**src/rtl/ovt_pkg.sv**
```systemverilog
// Shared command and status codes for the ordered value table engine.
package ovt_pkg;
   localparam int DEPTH = 64;

   typedef enum logic [2:0] {
      KIND_APPEND   = 3'd0,
      KIND_INSERT   = 3'd1,
      KIND_DELETE   = 3'd2,
      KIND_FIND     = 3'd3,
      KIND_CONTAINS = 3'd4,
      KIND_SORT     = 3'd5
   } kind_type;

   typedef enum logic [1:0] {
      STATUS_OK       = 2'd0,
      STATUS_FULL     = 2'd1,
      STATUS_NOTFOUND = 2'd2,
      STATUS_BADPOS   = 2'd3
   } status_type;
endpackage

```
**src/rtl/ordered_value_table_engine.sv**
```systemverilog
// Top level of the ordered value table engine: command sequencer around one RAM.
//
// Keeps a list of up to DEPTH signed 32-bit values plus a count. One request beat
// (req_kind, req_value, req_position) runs one command: append, insert, delete,
// find, contains or sort. Each request yields exactly one response beat with
// status, found, index and the count after the command.
// Handshake: a beat moves on a rising edge where valid is high and stall is low.
// req_stall is high whenever a command is in progress or a response is waiting,
// so only one command is ever in flight; the next request can be taken once the
// response beat has moved.
// Command steps, paced by the single RAM read port:
//   rejected commands, unused kinds: straight to the response; append: write at count.
//   find/contains: entries scanned one by one from the start, read then compare.
//   insert/delete: search (delete), then entries moved one by one, read then write.
//   sort: insertion sort, each outer pass fetching an entry, then compare/move
//   steps until its place is found, where it is then written.
// Reset clears the count and the sequencer; stored entries are not cleared and are
// only ever read below the count. A stalled response holds until taken.
module ordered_value_table_engine
   import ovt_pkg::*;
(
   input  logic                       clock,
   input  logic                       reset,
   input  logic                       req_valid,
   output logic                       req_stall,
   input  logic [2:0]                 req_kind,
   input  logic signed [31:0]         req_value,
   input  logic [6:0]                 req_position,
   output logic                       rsp_valid,
   input  logic                       rsp_stall,
   output logic [1:0]                 rsp_status,
   output logic                       rsp_found,
   output logic [5:0]                 rsp_index,
   output logic [6:0]                 rsp_count
);
   localparam int AW = $clog2(DEPTH);
   localparam int CW = $clog2(DEPTH + 1);

   typedef enum logic [3:0] {
      S_IDLE, S_SRD, S_SCMP, S_UPRD, S_UPWR, S_DNRD, S_DNWR,
      S_SOUT, S_SIN, S_SCMPJ, S_SPUT, S_RESP
   } state_type;

   state_type       state_ff, state_in;
   logic [CW-1:0]   count_ff, count_in;
   logic [CW-1:0]   i_ff, i_in;       // scan / move pointer
   logic [CW-1:0]   j_ff, j_in;       // sort inner pointer
   logic [2:0]      kind_ff, kind_in;
   logic [31:0]     val_ff, val_in;
   logic [CW-1:0]   pos_ff, pos_in;
   logic [31:0]     cur_ff, cur_in;   // sort element being placed
   logic [1:0]      status_ff, status_in;
   logic            found_ff, found_in;
   logic [5:0]      index_ff, index_in;
   logic            rsp_valid_ff, rsp_valid_in;

   logic            wr_en;
   logic [AW-1:0]   wr_addr, rd_addr;
   logic [31:0]     wr_data, rd_data;

   ovt_ram #(.WIDTH(32), .DEPTH(DEPTH)) u_ram (
      .clock(clock), .wr_en(wr_en), .wr_addr(wr_addr), .wr_data(wr_data),
      .rd_addr(rd_addr), .rd_data(rd_data)
   );

   logic req_take;
   assign req_take = req_valid && !req_stall;
   assign req_stall = (state_ff != S_IDLE) || rsp_valid_ff;

   // sort comparator: signed order test, rd > cur
   logic key_gt;
   assign key_gt = $signed(rd_data) > $signed(cur_ff);

   always_comb begin
      state_in     = state_ff;
      count_in     = count_ff;
      i_in         = i_ff;
      j_in         = j_ff;
      kind_in      = kind_ff;
      val_in       = val_ff;
      pos_in       = pos_ff;
      cur_in       = cur_ff;
      status_in    = status_ff;
      found_in     = found_ff;
      index_in     = index_ff;
      rsp_valid_in = rsp_valid_ff;
      wr_en        = 1'b0;
      wr_addr      = i_ff[AW-1:0];
      wr_data      = val_ff;
      rd_addr      = i_ff[AW-1:0];
      if (rsp_valid_ff && !rsp_stall) begin
         rsp_valid_in = 1'b0;
      end
      unique case (state_ff)
         S_IDLE: begin
            if (req_take) begin
               kind_in   = req_kind;
               val_in    = req_value;
               pos_in    = CW'(req_position);
               status_in = STATUS_OK;
               found_in  = 1'b0;
               index_in  = '0;
               i_in      = '0;
               state_in  = S_RESP;
               unique case (req_kind)
                  KIND_APPEND: begin
                     if (count_ff == CW'(DEPTH)) status_in = STATUS_FULL;
                     else begin
                        i_in     = count_ff;
                        state_in = S_UPRD; // no moves: writes at count at once
                        pos_in   = count_ff;
                     end
                  end
                  KIND_INSERT: begin
                     if (count_ff == CW'(DEPTH)) status_in = STATUS_FULL;
                     else if ({1'b0, req_position} > 8'(count_ff)) status_in = STATUS_BADPOS;
                     else begin
                        i_in     = count_ff;
                        state_in = S_UPRD;
                     end
                  end
                  KIND_DELETE, KIND_FIND, KIND_CONTAINS: state_in = S_SRD;
                  KIND_SORT: begin
                     i_in     = CW'(1);
                     state_in = S_SOUT;
                  end
                  default: state_in = S_RESP;
               endcase
            end
         end
         // linear search: issue read of entry i
         S_SRD: begin
            if (i_ff >= count_ff) begin
               if (kind_ff != KIND_CONTAINS) status_in = STATUS_NOTFOUND;
               state_in = S_RESP;
            end else state_in = S_SCMP;
         end
         S_SCMP: begin
            if (rd_data == val_ff) begin
               if (kind_ff == KIND_DELETE) begin
                  state_in = S_DNRD;
               end else begin
                  found_in = 1'b1;
                  if (kind_ff == KIND_FIND) index_in = 6'(i_ff);
                  state_in = S_RESP;
               end
            end else begin
               i_in     = i_ff + 1'b1;
               rd_addr  = AW'(i_ff + 1'b1);
               state_in = S_SRD;
            end
         end
         // shift up: entry[i] = entry[i-1] while i > pos, then place value
         S_UPRD: begin
            if (i_ff > pos_ff) begin
               rd_addr  = AW'(i_ff - 1'b1);
               state_in = S_UPWR;
            end else begin
               wr_en    = 1'b1;
               wr_addr  = pos_ff[AW-1:0];
               wr_data  = val_ff;
               count_in = count_ff + 1'b1;
               state_in = S_RESP;
            end
         end
         S_UPWR: begin
            wr_en    = 1'b1;
            wr_data  = rd_data;
            i_in     = i_ff - 1'b1;
            state_in = S_UPRD;
         end
         // shift down: entry[i] = entry[i+1] while i+1 < count
         S_DNRD: begin
            if (i_ff + 1'b1 < count_ff) begin
               rd_addr  = AW'(i_ff + 1'b1);
               state_in = S_DNWR;
            end else begin
               count_in = count_ff - 1'b1;
               state_in = S_RESP;
            end
         end
         S_DNWR: begin
            wr_en    = 1'b1;
            wr_data  = rd_data;
            i_in     = i_ff + 1'b1;
            state_in = S_DNRD;
         end
         // insertion sort outer loop: fetch entry i
         S_SOUT: begin
            if (i_ff >= count_ff) state_in = S_RESP;
            else begin
               state_in = S_SIN;
            end
         end
         S_SIN: begin
            cur_in   = rd_data;
            j_in     = i_ff;
            rd_addr  = AW'(i_ff - 1'b1);
            state_in = S_SCMPJ;
         end
         // rd_data holds entry[j-1]
         S_SCMPJ: begin
            if (key_gt) begin
               wr_en    = 1'b1;
               wr_addr  = j_ff[AW-1:0];
               wr_data  = rd_data;
               j_in     = j_ff - 1'b1;
               if (j_ff == CW'(1)) state_in = S_SPUT;
               else begin
                  rd_addr  = AW'(j_ff - 2'd2);
                  state_in = S_SCMPJ;
               end
            end else state_in = S_SPUT;
         end
         S_SPUT: begin
            wr_en    = 1'b1;
            wr_addr  = j_ff[AW-1:0];
            wr_data  = cur_ff;
            i_in     = i_ff + 1'b1;
            rd_addr  = AW'(i_ff + 1'b1);
            state_in = S_SOUT;
         end
         S_RESP: begin
            rsp_valid_in = 1'b1;
            state_in     = S_IDLE;
         end
         default: state_in = S_IDLE;
      endcase
   end

   always_ff @(posedge clock) begin
      if (reset) begin
         state_ff     <= S_IDLE;
         count_ff     <= '0;
         rsp_valid_ff <= 1'b0;
      end else begin
         state_ff     <= state_in;
         count_ff     <= count_in;
         rsp_valid_ff <= rsp_valid_in;
      end
      i_ff      <= i_in;
      j_ff      <= j_in;
      kind_ff   <= kind_in;
      val_ff    <= val_in;
      pos_ff    <= pos_in;
      cur_ff    <= cur_in;
      status_ff <= status_in;
      found_ff  <= found_in;
      index_ff  <= index_in;
   end

   assign rsp_valid  = rsp_valid_ff;
   assign rsp_status = status_ff;
   assign rsp_found  = found_ff;
   assign rsp_index  = index_ff;
   assign rsp_count  = 7'(count_ff);

`ifndef SYNTHESIS
   a_count_bound: assert property (@(posedge clock) disable iff (reset)
      count_ff <= CW'(DEPTH)) else $error("count above capacity");
   a_one_flight: assert property (@(posedge clock) disable iff (reset)
      rsp_valid_ff |-> state_ff == S_IDLE) else $error("work while response pending");
   a_count_idle: assert property (@(posedge clock) disable iff (reset)
      (state_ff == S_IDLE && $past(state_ff) == S_IDLE) |-> $stable(count_ff))
      else $error("count changed while idle");
`endif
endmodule

```
**src/rtl/ovt_ram.sv**
```systemverilog
// Generic single-port-write, single-port-read RAM with registered read data.
module ovt_ram #(
   parameter int WIDTH = 32,
   parameter int DEPTH = 64
) (
   input  logic                     clock,
   input  logic                     wr_en,
   input  logic [$clog2(DEPTH)-1:0] wr_addr,
   input  logic [WIDTH-1:0]         wr_data,
   input  logic [$clog2(DEPTH)-1:0] rd_addr,
   output logic [WIDTH-1:0]         rd_data
);
   logic [WIDTH-1:0] mem [DEPTH];

   always_ff @(posedge clock) begin
      if (wr_en) begin
         mem[wr_addr] <= wr_data;
      end
      rd_data <= mem[rd_addr];
   end
endmodule

```
**config.mk**
```make
export PLATFORM = sky130hd
export DESIGN_NAME = ordered_value_table_engine
export DESIGN_NICKNAME = d
export VERILOG_FILES = /design/src/rtl/ovt_pkg.sv /design/src/rtl/ordered_value_table_engine.sv /design/src/rtl/ovt_ram.sv
export SDC_FILE = /design/constraint.sdc
export NUM_CORES = 2
export LEC_CHECK = 0
export CAP_MARGIN = 25
export CORE_MARGIN = 4
export CORE_UTILIZATION = 31
export DETAILED_ROUTE_END_ITERATION = 10
export DONT_BUFFER_PORTS = 1
export HOLD_SLACK_MARGIN = 0.15
export SETUP_SLACK_MARGIN = 0.4
export SLEW_MARGIN = 20
export SYNTH_ARGS = -nofsm -noshare
export SYNTH_HDL_FRONTEND = slang
export SYNTH_SLANG_ARGS = --single-unit
```
**constraint.sdc**
```tcl
create_clock -name clock -period 13.6 [get_ports clock]
set_clock_uncertainty 0.2 [all_clocks]
set_input_delay 0.68 -clock clock [delete_from_list [all_inputs] [get_ports clock]]
set_output_delay 0.68 -clock clock [all_outputs]
set_load 0.01 [all_outputs]
```
==> out/qor.yml <==
start_util_pct: 31.2
synth_edf_count: 2145
die_width_um: 536
pwr_density_cell_nw_per_um2: 264
synthFlopType: "edfxtp_1"
dieArea_um2: 287000
routedWlPerCell_um: 27.8
slew_headroom_pct: 22.6
io_pins: 64
fin_crit_sh_pct: 57.0
worst_skew_pair.late_latency_ps: 860
ys_top_cells_by_area: "edfxtp_1 (75%), mux4_2 (8.3%), mux2i_1 (2.3%)"
fillCellCount: 25556
numCtsBuffers: 219
min_path_type: "in2reg"
clock-sinks: 2189
place.gp.congestion: 0.883
grt_pass1_wl_um: 348000
fin_util_pct: 35.9
fin_area_um2: 99400
p_seq_share_pct: 34.5
max-vdd-ir-drop_v: 0.000382
cp_max_fo: 93
p_leak_uw: 0.0319
grt_max_degree: 151
syn_to_final_growth_pct: 15.3
whs_path_depth: 5
grt_pass1_vias: 46225
vias_per_cell: 5.36
p_int_uw: 16100
ant_nets: 0
power_frac_comb_pct: 42.9
power_uw: 26200
synth_common_cells: "edfxtp_1 (2145), nand2_1 (395), mux4_2 (318), nor2_1 (307), mux2i_1 (195)"
pwr-share-clk_pct: 22.6
yosys.area.top_type_share_pct: 74.7
drive_above_1_share_pct: 18.2
yosysMostFrequentCell: "edfxtp_1"
criticalPathCategory: "reg2reg"
die_y_um: 536
syn-instance-count: 4781
antenna_found_initial: 14
hold_violations: 0
synth.avg_cell_area_um2: 18.0
rrSetupSlack_ps: 5850
cts_tree: "done"
layout_min_cycle_time_ps: 7750
drt_iter0_markers: 6641
coreArea_um2: 277000
synth-seq-cells: 2189
track_usage_pct: 16.7
setup_violations: 0
drcViolationCount: 0
multi_input_area_um2: 20200
endpoint_kind: "register"
arrival_ps: 8280
holdBufCountCts: 45
min_to: "state_ff[1]"
grt-ovfl-total: 0
std_cell_rows: 193
fmax_mhz: 129
cap_violations: 0
syn_nets: 4899
synth_top_area_cell: "edfxtp_1"
start_kind: "register"
via_count: 47365
regArea_um2: 65300
ys_warn_count: 0
place_area_um2: 91600
worstRegToRegCells: 17
final_nets: 5059
min_from: "req_kind[2]"
status: "finished, final reports clean"
path_clk_slew_ps: 60
swShare_pct: 38.7
whs_ps: 235
regToRegEndpoint: "u_ram.rd_data[10]"
syn-cell-area_um2: 86300
synth-async-reset-ratio_pct: 0
cts_max_level: 4
clockBufferDepth: 3
wirelength_um: 246000
cts-resized-gates: 0
p_sw_uw: 10100
cts_root_buffer: "clkbuf_16"
slew_violations: 0
port_buffers: 0
tightest_slew_ps: 1150
worstReg2RegStart: "i_ff[1]"
hpwl_um: 132000
cts_setup_buffers: 0
synth_cell_type_count: 85
drtPass1Iterations: 9
tns_ps: 0
yosysSeqAreaShare_pct: 75.7
required_ps: 14130
rsz0062_at_grt: "no"
-- flip-flops by register name, indices dropped and copies added, names as in the netlist --
name           flops
cur_ff            32
i_ff               7
j_ff               7
kind_ff            3
pos_ff             7
rsp_count          7
rsp_found          1
rsp_index          6
rsp_status         2
rsp_valid          1
state_ff           4
u_ram.mem       2048
u_ram.rd_data     32
val_ff            32
-- logic make-up (layout without fill, tap and decap cells) --
group                      Yosys count  count (layout)  synth area share, %
other                                0               3                    0
AOI/OAI and AO/OA                  607             607                 5.13
adders and majority gates           72              72                 1.05
buffers and inverters              348             698                 1.77
xor gates and xnor gates            53              53                0.538
and+or+nand+nor                    998             998                 5.25
DFF                               2189            2189                 75.7
muxes                              514             514                 10.6
-- layout make-up --
type	instances	area share, %
multi-input cells	2244	20.3
inverters	97	0.390
flip-flops and latches	2189	65.7
repair buffers	190	1.82
clock buffers	291	5.90
clock inverters	120	1.22
well taps	3705	4.66
diodes	3	0.00755
-- worst max-delay path: stages (launching register included) --
cell	delay [ps]
edfxtp_1	580
ha_1	350
and3_1	230
xnor2_1	250
inv_1	100
ha_1	290
a2111oi_0	530
a211oi_1	270
a31oi_2	710
nand2_1	110
o32ai_1	240
o211a_4	650
buf_12	480
buf_12	610
mux4_2	600
a22oi_1	270
nand2_1	310
or3_1	440
-- power by group through the flow --
| stage | clock [uW] | combinational [uW] | sequential [uW] |
|---|---|---|---|
| 2_1_floorplan | 0 | 7110 | 8980 |
| 3_3_place_gp | 0 | 10900 | 9160 |
| 3_5_place_dp | 0 | 11100 | 9160 |
| 4_1_cts | 6040 | 11100 | 9020 |
| 5_1_grt | 6340 | 11900 | 9050 |
| 6_report | 5940 | 11200 | 9040 |
-- metrics by stage --
step	setup WS, ps	std cells
final	5850	8839
after global routing	5410	8837
after CTS	5830	8824
after detailed placement	5840	8368
after global placement	5600	8363
after floorplan	7780	4781
-- layer usage --
metal	routed length, um	GRT usage (%)	vias to the layer above
li1	-	-	19603
met1	98900	23.0	24916
met2	117000	26.8	2426
met3	20800	2.73	420
met4	9810	6.35	0
met5	0	0	-
-- cells in the final DEF (no fill, tap or decap), types with 68 or more instances in the layout --
cell type and count:
edfxtp_1 2145, a21oi_1 106, a22oi_1 188, ha_1 71, o22ai_1 70, buf_4 125, nand2_1 393, nor2_1 234
mux2i_1 195, nor2_4 73, mux4_2 318, and3_1 68, clkbuf_16 222
-- worst max-delay path by stage --
stage                              endpoint  startpoint  cells after the start
final                     u_ram.rd_data[10]     i_ff[1]                     17
after global routing      u_ram.rd_data[10]     i_ff[0]                     17
after CTS                 u_ram.rd_data[21]     i_ff[0]                     19
after detailed placement  u_ram.rd_data[10]     i_ff[1]                     17
after global placement    u_ram.rd_data[10]     i_ff[1]                     17
after floorplan            u_ram.mem[33][0]  cur_ff[30]                     14
(Power assumes the default switching activity.)
